===== config.mk =====
export PLATFORM = sky130hd
export DESIGN_NAME = rgbcf_kernel
export DESIGN_NICKNAME = d
export VERILOG_FILES = /design/src/rtl/core/rgbcf_pkg.sv /design/src/rtl/core/rgbcf_kernel.sv
export SDC_FILE = /design/constraint.sdc
export NUM_CORES = 1
export LEC_CHECK = 0
export BUFFER_PORTS_ARGS = -buffer_cell sky130_fd_sc_hd__buf_2
export CAP_MARGIN = 30
export CORE_ASPECT_RATIO = 1.25
export CORE_MARGIN = 1
export CORE_UTILIZATION = 54
export DETAILED_ROUTE_END_ITERATION = 10
export PLACE_DENSITY = 0.81
export SETUP_SLACK_MARGIN = 0.15
export SYNTH_ARGS = -nofsm -noshare
export SYNTH_HDL_FRONTEND = slang
export SYNTH_SLANG_ARGS = --single-unit

===== constraint.sdc =====
create_clock -name vclk -period 10.6
set_clock_uncertainty 0.05 [all_clocks]
set_input_delay 2.65 -clock vclk [all_inputs]
set_output_delay 2.65 -clock vclk [all_outputs]
set_load 0.01 [all_outputs]

===== src/rtl/core/rgbcf_pkg.sv =====
`timescale 1ns / 1ps
// ----------------------------------------------------------------------------
// rgbcf_pkg
// Shared types and constants of the RGB 3x3 convolution filter.
// ----------------------------------------------------------------------------
package rgbcf_pkg;

    // Line store depth, which is also the widest image row.
    localparam int MAX_WIDTH  = 1024;
    localparam int COL_W      = $clog2(MAX_WIDTH);
    localparam int MAX_HEIGHT = 4096;
    localparam int ROW_W      = 12;
    localparam int PIX_W      = 24;
    localparam int MIN_SIZE   = 3;

    localparam int CFG_WIDTH_W  = 11;
    localparam int CFG_HEIGHT_W = 13;
    localparam int APB_ADDR_W   = 4;
    localparam int APB_DATA_W   = 32;
    localparam int NUM_TAPS     = 9;

    // Register indexes (byte address divided by four).
    localparam logic [1:0] REG_MODE   = 2'd0;
    localparam logic [1:0] REG_WIDTH  = 2'd1;
    localparam logic [1:0] REG_HEIGHT = 2'd2;

    localparam logic MODE_GAUSS   = 1'b0;
    localparam logic MODE_LAPLACE = 1'b1;

    localparam logic [CFG_WIDTH_W-1:0]  RESET_WIDTH  = 11'd640;
    localparam logic [CFG_HEIGHT_W-1:0] RESET_HEIGHT = 13'd480;

    typedef struct packed {
        logic [7:0] in_red;
        logic [7:0] in_green;
        logic [7:0] in_blue;
    } t_pixel;

    typedef struct packed {
        logic [7:0] out_red;
        logic [7:0] out_green;
        logic [7:0] out_blue;
        logic       frame_last;
    } t_result;

    // Last column and last row positions of the clamped frame size.
    typedef struct packed {
        logic [COL_W-1:0] w_last;
        logic [ROW_W-1:0] h_last;
    } t_geom;

    // Status of the item sitting in the window stage.
    typedef struct packed {
        logic valid;
        logic emit;
        logic last;
    } t_stage;

    // Column-major taps: left column top to bottom, then middle, then right.
    typedef logic [NUM_TAPS-1:0][PIX_W-1:0] t_taps;
    typedef logic [NUM_TAPS-1:0][7:0]       t_chan_taps;

endpackage


===== src/rtl/core/rgbcf_kernel.sv =====
`timescale 1ns / 1ps
// ----------------------------------------------------------------------------
// rgbcf_kernel
// One color channel of the 3x3 Gaussian or Laplacian convolution.
// ----------------------------------------------------------------------------
module rgbcf_kernel
    import rgbcf_pkg::*;
(
    input  logic       i_mode,
    input  t_chan_taps i_taps,
    output logic [7:0] o_value
);

    logic [11:0]        gauss_sum;
    logic [11:0]        ring_sum;
    logic [12:0]        center9;
    logic signed [12:0] lap_sum;
    logic [11:0]        lap_mag;
    logic [7:0]         lap_sat;

    // Gaussian weights 1-2-1 / 2-4-2 / 1-2-1; the sum never exceeds 4080.
    assign gauss_sum = 12'(i_taps[0]) + 12'({i_taps[1], 1'b0}) + 12'(i_taps[2])
                     + 12'({i_taps[3], 1'b0}) + 12'({i_taps[4], 2'b00})
                     + 12'({i_taps[5], 1'b0}) + 12'(i_taps[6])
                     + 12'({i_taps[7], 1'b0}) + 12'(i_taps[8]);

    // Laplacian sharpen: nine times the center minus the eight neighbors.
    assign ring_sum = 12'(i_taps[0]) + 12'(i_taps[1]) + 12'(i_taps[2])
                    + 12'(i_taps[3]) + 12'(i_taps[5]) + 12'(i_taps[6])
                    + 12'(i_taps[7]) + 12'(i_taps[8]);
    assign center9  = 13'({i_taps[4], 3'b000}) + 13'(i_taps[4]);
    assign lap_sum  = $signed(center9) - $signed({1'b0, ring_sum});
    assign lap_mag  = lap_sum[12] ? 12'(-lap_sum) : lap_sum[11:0];
    assign lap_sat  = (lap_mag > 12'd255) ? 8'hFF : lap_mag[7:0];

    assign o_value = (i_mode == MODE_LAPLACE) ? lap_sat : gauss_sum[11:4];

endmodule


Word-level counts from Yosys, hierarchy flattened. Cells that the tools add are included.

Bits in registers: 0. Latch bits: 0. Bits in writable memories: 0. Memory bits (read-only): 0. Input bits: 73. Memories kept: 0.

Add/sub/neg operators: 18. $mul: 0. Divide/modulo/power cells: 0. Order comparisons: 1. Eq/ne operators: 0. Shifts and indexed selects: 0. Muxes and demuxes: 3. Bitwise operators: 0. Reduce and logical (&&, ||, !) cells: 0.

Operators with widths (number): adder 12 x 8 -> 12 bit (5); adder 11 x 8 -> 12 bit (2); adder 12 x 9 -> 12 bit (2); adder 10 x 8 -> 11 bit (2); 2-to-1 mux 8 bit (2); subtractor 12 x 12 -> 13 bit (1); adder 11 x 9 -> 12 bit (1); adder 12 x 10 -> 12 bit (1); > comparator 12 x 8 -> 1 bit, second input constant (1); 2-to-1 mux 12 bit (1); negator 12 bit (1); adder 8 x 9 -> 10 bit (1); adder 9 x 8 -> 10 bit (1); adder 8 x 8 -> 9 bit (1).

Logic depth before layout (Yosys ltp). Gate-level depths: netlist of the first run.

Depth after elaboration: 13. Depth in mapped cells: 20. Mapped depth without buffers: 20.

Least setup slack after synthesis of the first run. Ideal clock, no wire load.

Path kind: input to output. From: in i_taps[14] (netlist name). To: out o_value[7]. Data arrival time: 7.761 ns. Required time: 7.900 ns. Path slack: 0.139 ns. Stages on the path: 18. Path buffers: 1. Path through: inv_1 fa_1 inv_1 fa_1 fa_1 inv_1 fa_1 fa_1 ha_1 clkbuf_1 and3_1 a221oi_2 xnor2_1 or4_1 o41ai_2 xnor2_1 a21oi_4 a211oi_1.

Cells in the longest elaborated chain, start to end: 13. Elaborated cells on any way between the ends: 21. Classes of those cells: add/sub: 17; order compare: 1; mux: 3.

Ends and longest elaborated chain: start, declared (line rgbcf_kernel.sv:10) `input t_chan_taps i_taps,`; adder 8 x 8 -> 9 bit (line rgbcf_kernel.sv:28) `assign ring_sum = 12'(i_taps[0]) + 12'(i_taps[1]) + 12'(i_taps[2])`; adder 9 x 8 -> 10 bit (line rgbcf_kernel.sv:28); adder 10 x 8 -> 11 bit (line rgbcf_kernel.sv:29) `+ 12'(i_taps[3]) + 12'(i_taps[5]) + 12'(i_taps[6])`; adder 11 x 8 -> 12 bit (line rgbcf_kernel.sv:29); adder 12 x 8 -> 12 bit (line rgbcf_kernel.sv:29); adder 12 x 8 -> 12 bit (2 in a row) (line rgbcf_kernel.sv:30) `+ 12'(i_taps[7]) + 12'(i_taps[8]);`; subtractor 12 x 12 -> 13 bit (line rgbcf_kernel.sv:32) `assign lap_sum = $signed(center9) - $signed({1'b0, ring_sum});`; negator 12 bit (line rgbcf_kernel.sv:33) `assign lap_mag = lap_sum[12] ? 12'(-lap_sum) : lap_sum[11:0];`; 2-to-1 mux 12 bit (line rgbcf_kernel.sv:33); > comparator 12 x 8 -> 1 bit (line rgbcf_kernel.sv:34) `assign lap_sat = (lap_mag > 12'd255) ? 8'hFF : lap_mag[7:0];`; 2-to-1 mux 8 bit (line rgbcf_kernel.sv:34); 2-to-1 mux 8 bit * (line rgbcf_kernel.sv:36) `assign o_value = (i_mode == MODE_LAPLACE) ? lap_sat : gauss_sum[11:4];`; end, declared (line rgbcf_kernel.sv:11) `output logic [7:0] o_value`.

Every way passes the cells marked *; elsewhere a longest branch is shown, timed or not.

Final worst setup path of the first run.
From: in i_taps[51] (netlist name). To: out o_value[7].

Cells in the longest elaborated chain, start to end: 9. Elaborated cells on any way between the ends: 12. Classes of those cells: add/sub: 8; order compare: 1; mux: 3.

Ends and longest elaborated chain (line): adder 12 x 8 -> 12 bit (rgbcf_kernel.sv:29); adder 12 x 8 -> 12 bit (2 in a row) (rgbcf_kernel.sv:30); subtractor 12 x 12 -> 13 bit (rgbcf_kernel.sv:32); negator 12 bit (rgbcf_kernel.sv:33); 2-to-1 mux 12 bit (rgbcf_kernel.sv:33); > comparator 12 x 8 -> 1 bit (rgbcf_kernel.sv:34); 2-to-1 mux 8 bit (rgbcf_kernel.sv:34); 2-to-1 mux 8 bit * (rgbcf_kernel.sv:36).

Marks and branches as above.

==> results.py, run 1 <==
metrics = {
    "run_status": {
        "outcome": "finished with violations",
        "violations": "design-rule violations, negative setup slack",
    },
    "cells_and_area": {
        "final_cell_area_um2": 5220,
        "area.growth.synth_to_final_pct": 26.0,
        "fin_util_pct": 70.5,
        "ff_latch_area_um2": 0,
        "drive_above_1_share_pct": 31.7,
        "multi_input_area_um2": 3870,
        "final.fill_count": 526,
        "design.seq.count": 0,
        "final_nets": 749,
        "clkbuf_count": 0,
        "diodes": 0,
    },
    "critical_path": {
        "critPathLaunch": "i_taps[51]",
        "crit_buf_inv": 6,
        "path_cells": "buf_6, fa_1, inv_1, fa_1, fa_1, fa_1, inv_1, fa_1, inv_2, ha_4, a21o_1, a221oi_4, xnor2_2, or4_4, o41ai_4, xnor2_2, a21oi_4, buf_12, a211oi_2, buf_2",
        "path_class": "primary input to output port",
        "cp-start-kind": "primary input",
        "crit_top_cell": "fa_1",
        "crit_family": "adder cells",
        "cp_max_fo": 8,
        "path_depth": 20,
        "cp_slowest_cell": "fa_1",
        "arrival_ns": 7.98,
        "cp.required_ns": 7.90,
        "cpPeakStageDelay_ns": 0.55,
        "crit_end": "o_value[7]",
        "endpoint_kind": "output port",
    },
    "timing": {
        "tightestPinTransition_ns": 0.622,
        "setup_viol": 4,
        "final-hold-violation-count": 0,
        "fmaxAchievable_mhz": 93.7,
        "relSlewSlack_pct": 58.2,
        "post-route-period-util_pct": 101,
        "setup_ws_ns": -0.0763,
        "report.final.slew_viol_count": 0,
        "period_needed_ns": 10.68,
        "rsz0062_at_grt": "yes",
        "final.setup.tns_ns": -0.132,
    },
    "die": {
        "die_w_um": 80.3,
        "rows": 35,
        "fp.dieArea_um2": 8020,
        "ios": 81,
        "die_h_um": 99.9,
        "start_util_pct": 55.9,
        "core_um2": 7400,
    },
    "drt": {
        "totalWireLength_um": 10400,
        "routed-via-count": 3335,
        "wire_per_inst_um": 17.0,
        "dr.first_iter.drc_count": 94,
        "viasPerCell": 5.42,
        "final_antenna_net_count": 0,
        "dr.pass1.iters": 7,
        "drt_drc_violations_left": 1,
    },
    "grt": {
        "grt_pass1_wl_um": 16800,
        "grtUsageTotal_pct": 27.7,
        "grt_overflow_total": 0,
        "met2_usage_pct": 55.4,
        "grt_pass1_vias": 3904,
        "antenna_found_initial": 0,
        "grt_max_degree": 12,
        "grt.busiest_layer": "met2",
        "grt_util_met1_pct": 27.8,
        "grtUsageMet3_pct": 2.91,
    },
    "synthesis": {
        "netlist_area_um2": 4140,
        "syn_avg_cell_area_um2": 10.1,
        "synth_top_area_share_pct": 55.1,
        "ys_types": 45,
        "synth-seq-area-share_pct": 0,
        "synthTopCellsByArea": "fa_1 (55%), inv_1 (12%), ha_1 (11%)",
        "synth_top_area_cell": "fa_1",
        "syn_nets": 632,
        "yosys_warnings": 0,
        "syn_inst": 408,
    },
    "placement": {
        "place_congestion": 0.860,
        "port-buffer-count": 81,
        "post-dp-hpwl_um": 8940,
        "placed_area_um2": 4880,
    },
    "job": {
        "cap_violations": 0,
    },
    "min_path": {
        "hold_path_class": "primary input to output port",
    },
    "clocking": {
        "postCtsHoldBufs": 0,
    },
}
[cells in the mapped netlist, types with 2 or more instances]
cell / instances
fa_1: 114
a211o_1: 3
a221oi_2: 3
a21boi_0: 3
and3_1: 2
nand2b_1: 2
o21a_1: 3
nor3_1: 3
or3_1: 2
or2_2: 2
clkbuf_1: 3
nor3b_1: 2
a211oi_1: 2
nor2b_1: 4
inv_1: 132
nand4_1: 2
nand2_1: 9
a21o_1: 9
xnor2_1: 14
o21ai_0: 6
a22oi_1: 8
xor2_1: 10
ha_1: 37
o21ai_1: 2
nand3_1: 3
nor2_1: 3
a21oi_1: 7
[cell type report]
type / instances / share of cell area [%]
multi-input cells: 273 / 74.2
repair buffers: 118 / 14.0
inverters: 132 / 9.55
well taps: 92 / 2.21
[through the flow]
step / hold WS [ns] / setup slack, ns / std cells
final: 5.77 / -0.0763 / 615
after global placement: 5.76 / -0.122 / 608
after CTS: 5.78 / 0.0653 / 615
after floorplan: 5.49 / 0.203 / 408
after global routing: 5.81 / -0.282 / 615
after detailed placement: 5.77 / -0.271 / 608
[layout by cell type (no fill, tap or decap), types with 2 or more instances in the layout]
master and n:
inv_1 121, nor3b_1 2, nand4_1 2, a21boi_0 3, fa_1 107, xnor2_1 12
a21oi_1 7, fa_2 7, nor3_1 3, and3_4 2, buf_6 4, buf_2 76
or2_2 2, ha_4 7, nor2b_1 4, o21a_1 3, a211o_1 3, inv_2 10
xor2_1 10, xnor2_2 2, nand2b_1 2, ha_1 30, nand2_1 9, nor2_1 3
or3_4 2, o21ai_0 6, a22oi_2 4, a21o_1 9, nand3_1 3, buf_4 36
a22oi_1 4, a221oi_4 3
[timing repair]
action / 4_1_cts / 5_1_grt
pin swaps: 51 / 4
setup buffers: 7 / 0
gates resized for setup: 36 / 17
setup endpoints to repair: 8 / 8
[cells by family after synthesis]
logic type	Yosys count	synth area share (%)
compound gates	56	10.5
buf+inv	135	12.2
simple gates	41	5.68
mux	1	0.242
xor+xnor	24	5.08
fa+ha+maj	151	66.3
[how the worst min path moves through the flow]
| stage | startpoint | endpoint | slack [ns] | cells past startpoint |
|---|---|---|---|---|
| after floorplan | i_taps[32] | o_value[0] | 5.49 | 2 |
| after global placement | i_mode | o_value[7] | 5.76 | 4 |
| after detailed placement | i_mode | o_value[7] | 5.77 | 4 |
| after CTS | i_mode | o_value[7] | 5.78 | 4 |
| after global routing | i_mode | o_value[7] | 5.81 | 4 |
| final | i_mode | o_value[7] | 5.77 | 4 |
[layer usage]
layer	part of all wire, %	wire [um]
met3	4.2	439
met4	5.0	520
met1	31	3260
met2	60	6230
met5	0	0
Power of run 1 is not shown: default switching activity piles up to over one toggle a cycle in this logic, so the estimate is an artifact.
==> inputs of run 2 (changes only) <==
Settings changed: ABC_AREA set to 1.
==> results.py, run 2 <==
metrics = {
    "min_path": {
        "min_from": "i_mode",
        "hold_path_class": "primary input to output port",
    },
    "critical_path": {
        "crit_top_cell": "fa_1",
        "path_depth": 22,
        "cp.required_ns": 7.90,
        "arrival_ns": 7.52,
        "cp_max_fo": 8,
        "crit_end": "o_value[2]",
        "critPathLaunch": "i_taps[9]",
        "crit_family": "adder cells",
        "path_class": "primary input to output port",
        "path_cells": "buf_2, inv_1, fa_1, fa_1, fa_1, inv_1, fa_1, inv_1, ha_1, ha_1, xnor2_2, ha_1, nand3_1, nor2_1, nand2_2, o21ai_1, nand3_1, nand2_2, nand4_1, nand2_1, nand2_1, buf_2",
        "crit_buf_inv": 5,
        "cp_slowest_cell": "fa_1",
        "cp-start-kind": "primary input",
        "endpoint_kind": "output port",
        "cpPeakStageDelay_ns": 0.58,
    },
    "grt": {
        "grtUsageTotal_pct": 25.7,
        "antenna_found_initial": 0,
        "grt_pass1_wl_um": 17600,
        "grt_max_degree": 13,
        "grt_overflow_total": 0,
        "grt_pass1_vias": 4034,
    },
    "timing": {
        "rsz0062_at_grt": "no",
        "post-route-period-util_pct": 96.4,
        "report.final.slew_viol_count": 0,
        "tightestPinTransition_ns": 0.336,
        "setup_viol": 0,
        "final-hold-violation-count": 0,
        "period_needed_ns": 10.22,
        "final.setup.tns_ns": 0,
        "fmaxAchievable_mhz": 97.9,
        "relSlewSlack_pct": 77.4,
    },
    "cells_and_area": {
        "ff_latch_area_um2": 0,
        "diodes": 0,
        "final_nets": 850,
        "area.growth.synth_to_final_pct": 13.3,
        "mostFrequentLayoutCell": "inv_1",
        "final_cell_mix": "inv_1 (171), fa_1 (114), nand2_1 (103)",
        "design.seq.count": 0,
        "final.fill_count": 715,
        "clkbuf_count": 0,
        "drive_above_1_share_pct": 17.0,
    },
    "die": {
        "die_w_um": 83.1,
        "start_util_pct": 56.3,
        "rows": 36,
        "fp.dieArea_um2": 8580,
        "ios": 81,
        "core_um2": 7880,
        "die_h_um": 103,
    },
    "synthesis": {
        "syn_nets": 766,
        "ys_types": 25,
        "synthTopCellsByArea": "fa_1 (51%), inv_1 (14%), ha_1 (10%)",
        "synth.most_common_cell": "inv_1",
        "syn_inst": 542,
        "yosys_warnings": 0,
        "syn_avg_cell_area_um2": 8.19,
        "synth_top_area_cell": "fa_1",
        "ys_top_cells_by_count": "inv_1 (171), fa_1 (114), nand2_1 (105), ha_1 (37), nand3_1 (21)",
        "synth_top_area_share_pct": 51.4,
        "synth-seq-area-share_pct": 0,
        "netlist_area_um2": 4440,
    },
    "drt": {
        "dr.pass1.iters": 4,
        "totalWireLength_um": 9930,
        "drt_drc_violations_left": 0,
        "dr.first_iter.drc_count": 150,
        "viasPerCell": 4.99,
        "final_antenna_net_count": 0,
        "routed-via-count": 3589,
        "wire_per_inst_um": 13.8,
    },
    "placement": {
        "port-buffer-count": 81,
        "place_congestion": 0.980,
        "post-dp-hpwl_um": 9360,
    },
    "job": {
        "cap_violations": 0,
    },
    "run_status": {
        "outcome": "finished, final reports clean",
    },
}
run 2: what timing repair did:
item                       in CTS  in global routing
resized for setup               0                 10
hold buffers                    0                  0
setup buffers                   0                  2
setup endpoints to repair       0                  8
run 2: stage by stage:
step	hold slack, ns	util, %	setup slack [ns]	cells	cell area, um2
after detailed placement	5.67	62.9	0.293	717	4960
after floorplan	5.56	-	0.927	542	4440
after global routing	5.70	63.8	0.137	719	5030
after global placement	5.66	62.9	0.315	717	4960
final	5.67	63.8	0.384	719	5030
after CTS	5.67	62.9	0.286	717	4960
run 2: area by class of cell:
class | instances | area [um2] | share of cell area (%)
inverter | 173 | 649 | 12.9
multi-input combinational | 368 | 3840 | 76.4
tap | 95 | 119 | 2.36
timing repair buffer | 83 | 420 | 8.36
run 2: cell families (layout without fill, tap and decap cells):
group | Yosys count | count (layout) | synth area share (%)
AND/OR/NAND/NOR | 175 | 175 | 17.2
XOR/XNOR | 12 | 12 | 2.37
AO/OA/AOI/OAI | 30 | 30 | 3.81
buffers and inverters | 174 | 256 | 14.7
adder cells (fa/ha/maj) | 151 | 151 | 61.9
run 2: how the worst min path moves through the flow:
| stage | end | slack [ns] | depth (start not counted) |
|---|---|---|---|
| after floorplan | o_value[6] | 5.56 | 3 |
| after global placement | o_value[4] | 5.66 | 4 |
| after detailed placement | o_value[7] | 5.67 | 4 |
| after CTS | o_value[7] | 5.67 | 4 |
| after global routing | o_value[4] | 5.70 | 4 |
| final | o_value[4] | 5.67 | 4 |
run 2: worst min-delay path: stages:
cell and delay [ns]:
buf_2 0.16, nand2_1 0.08, nand2_1 0.04, buf_2 0.13
run 2: layer usage:
| metal | global-route usage [%] | up-vias | part of all wire, % |
|---|---|---|---|
| li1 | - | 1746 | - |
| met1 | 27.4 | 1725 | 36 |
| met2 | 56.5 | 107 | 59 |
| met3 | 0.952 | 11 | 4.3 |
| met4 | 3.98 | 0 | 1.3 |
| met5 | 0 | - | 0 |
Power of run 2 is left out for the same reason.
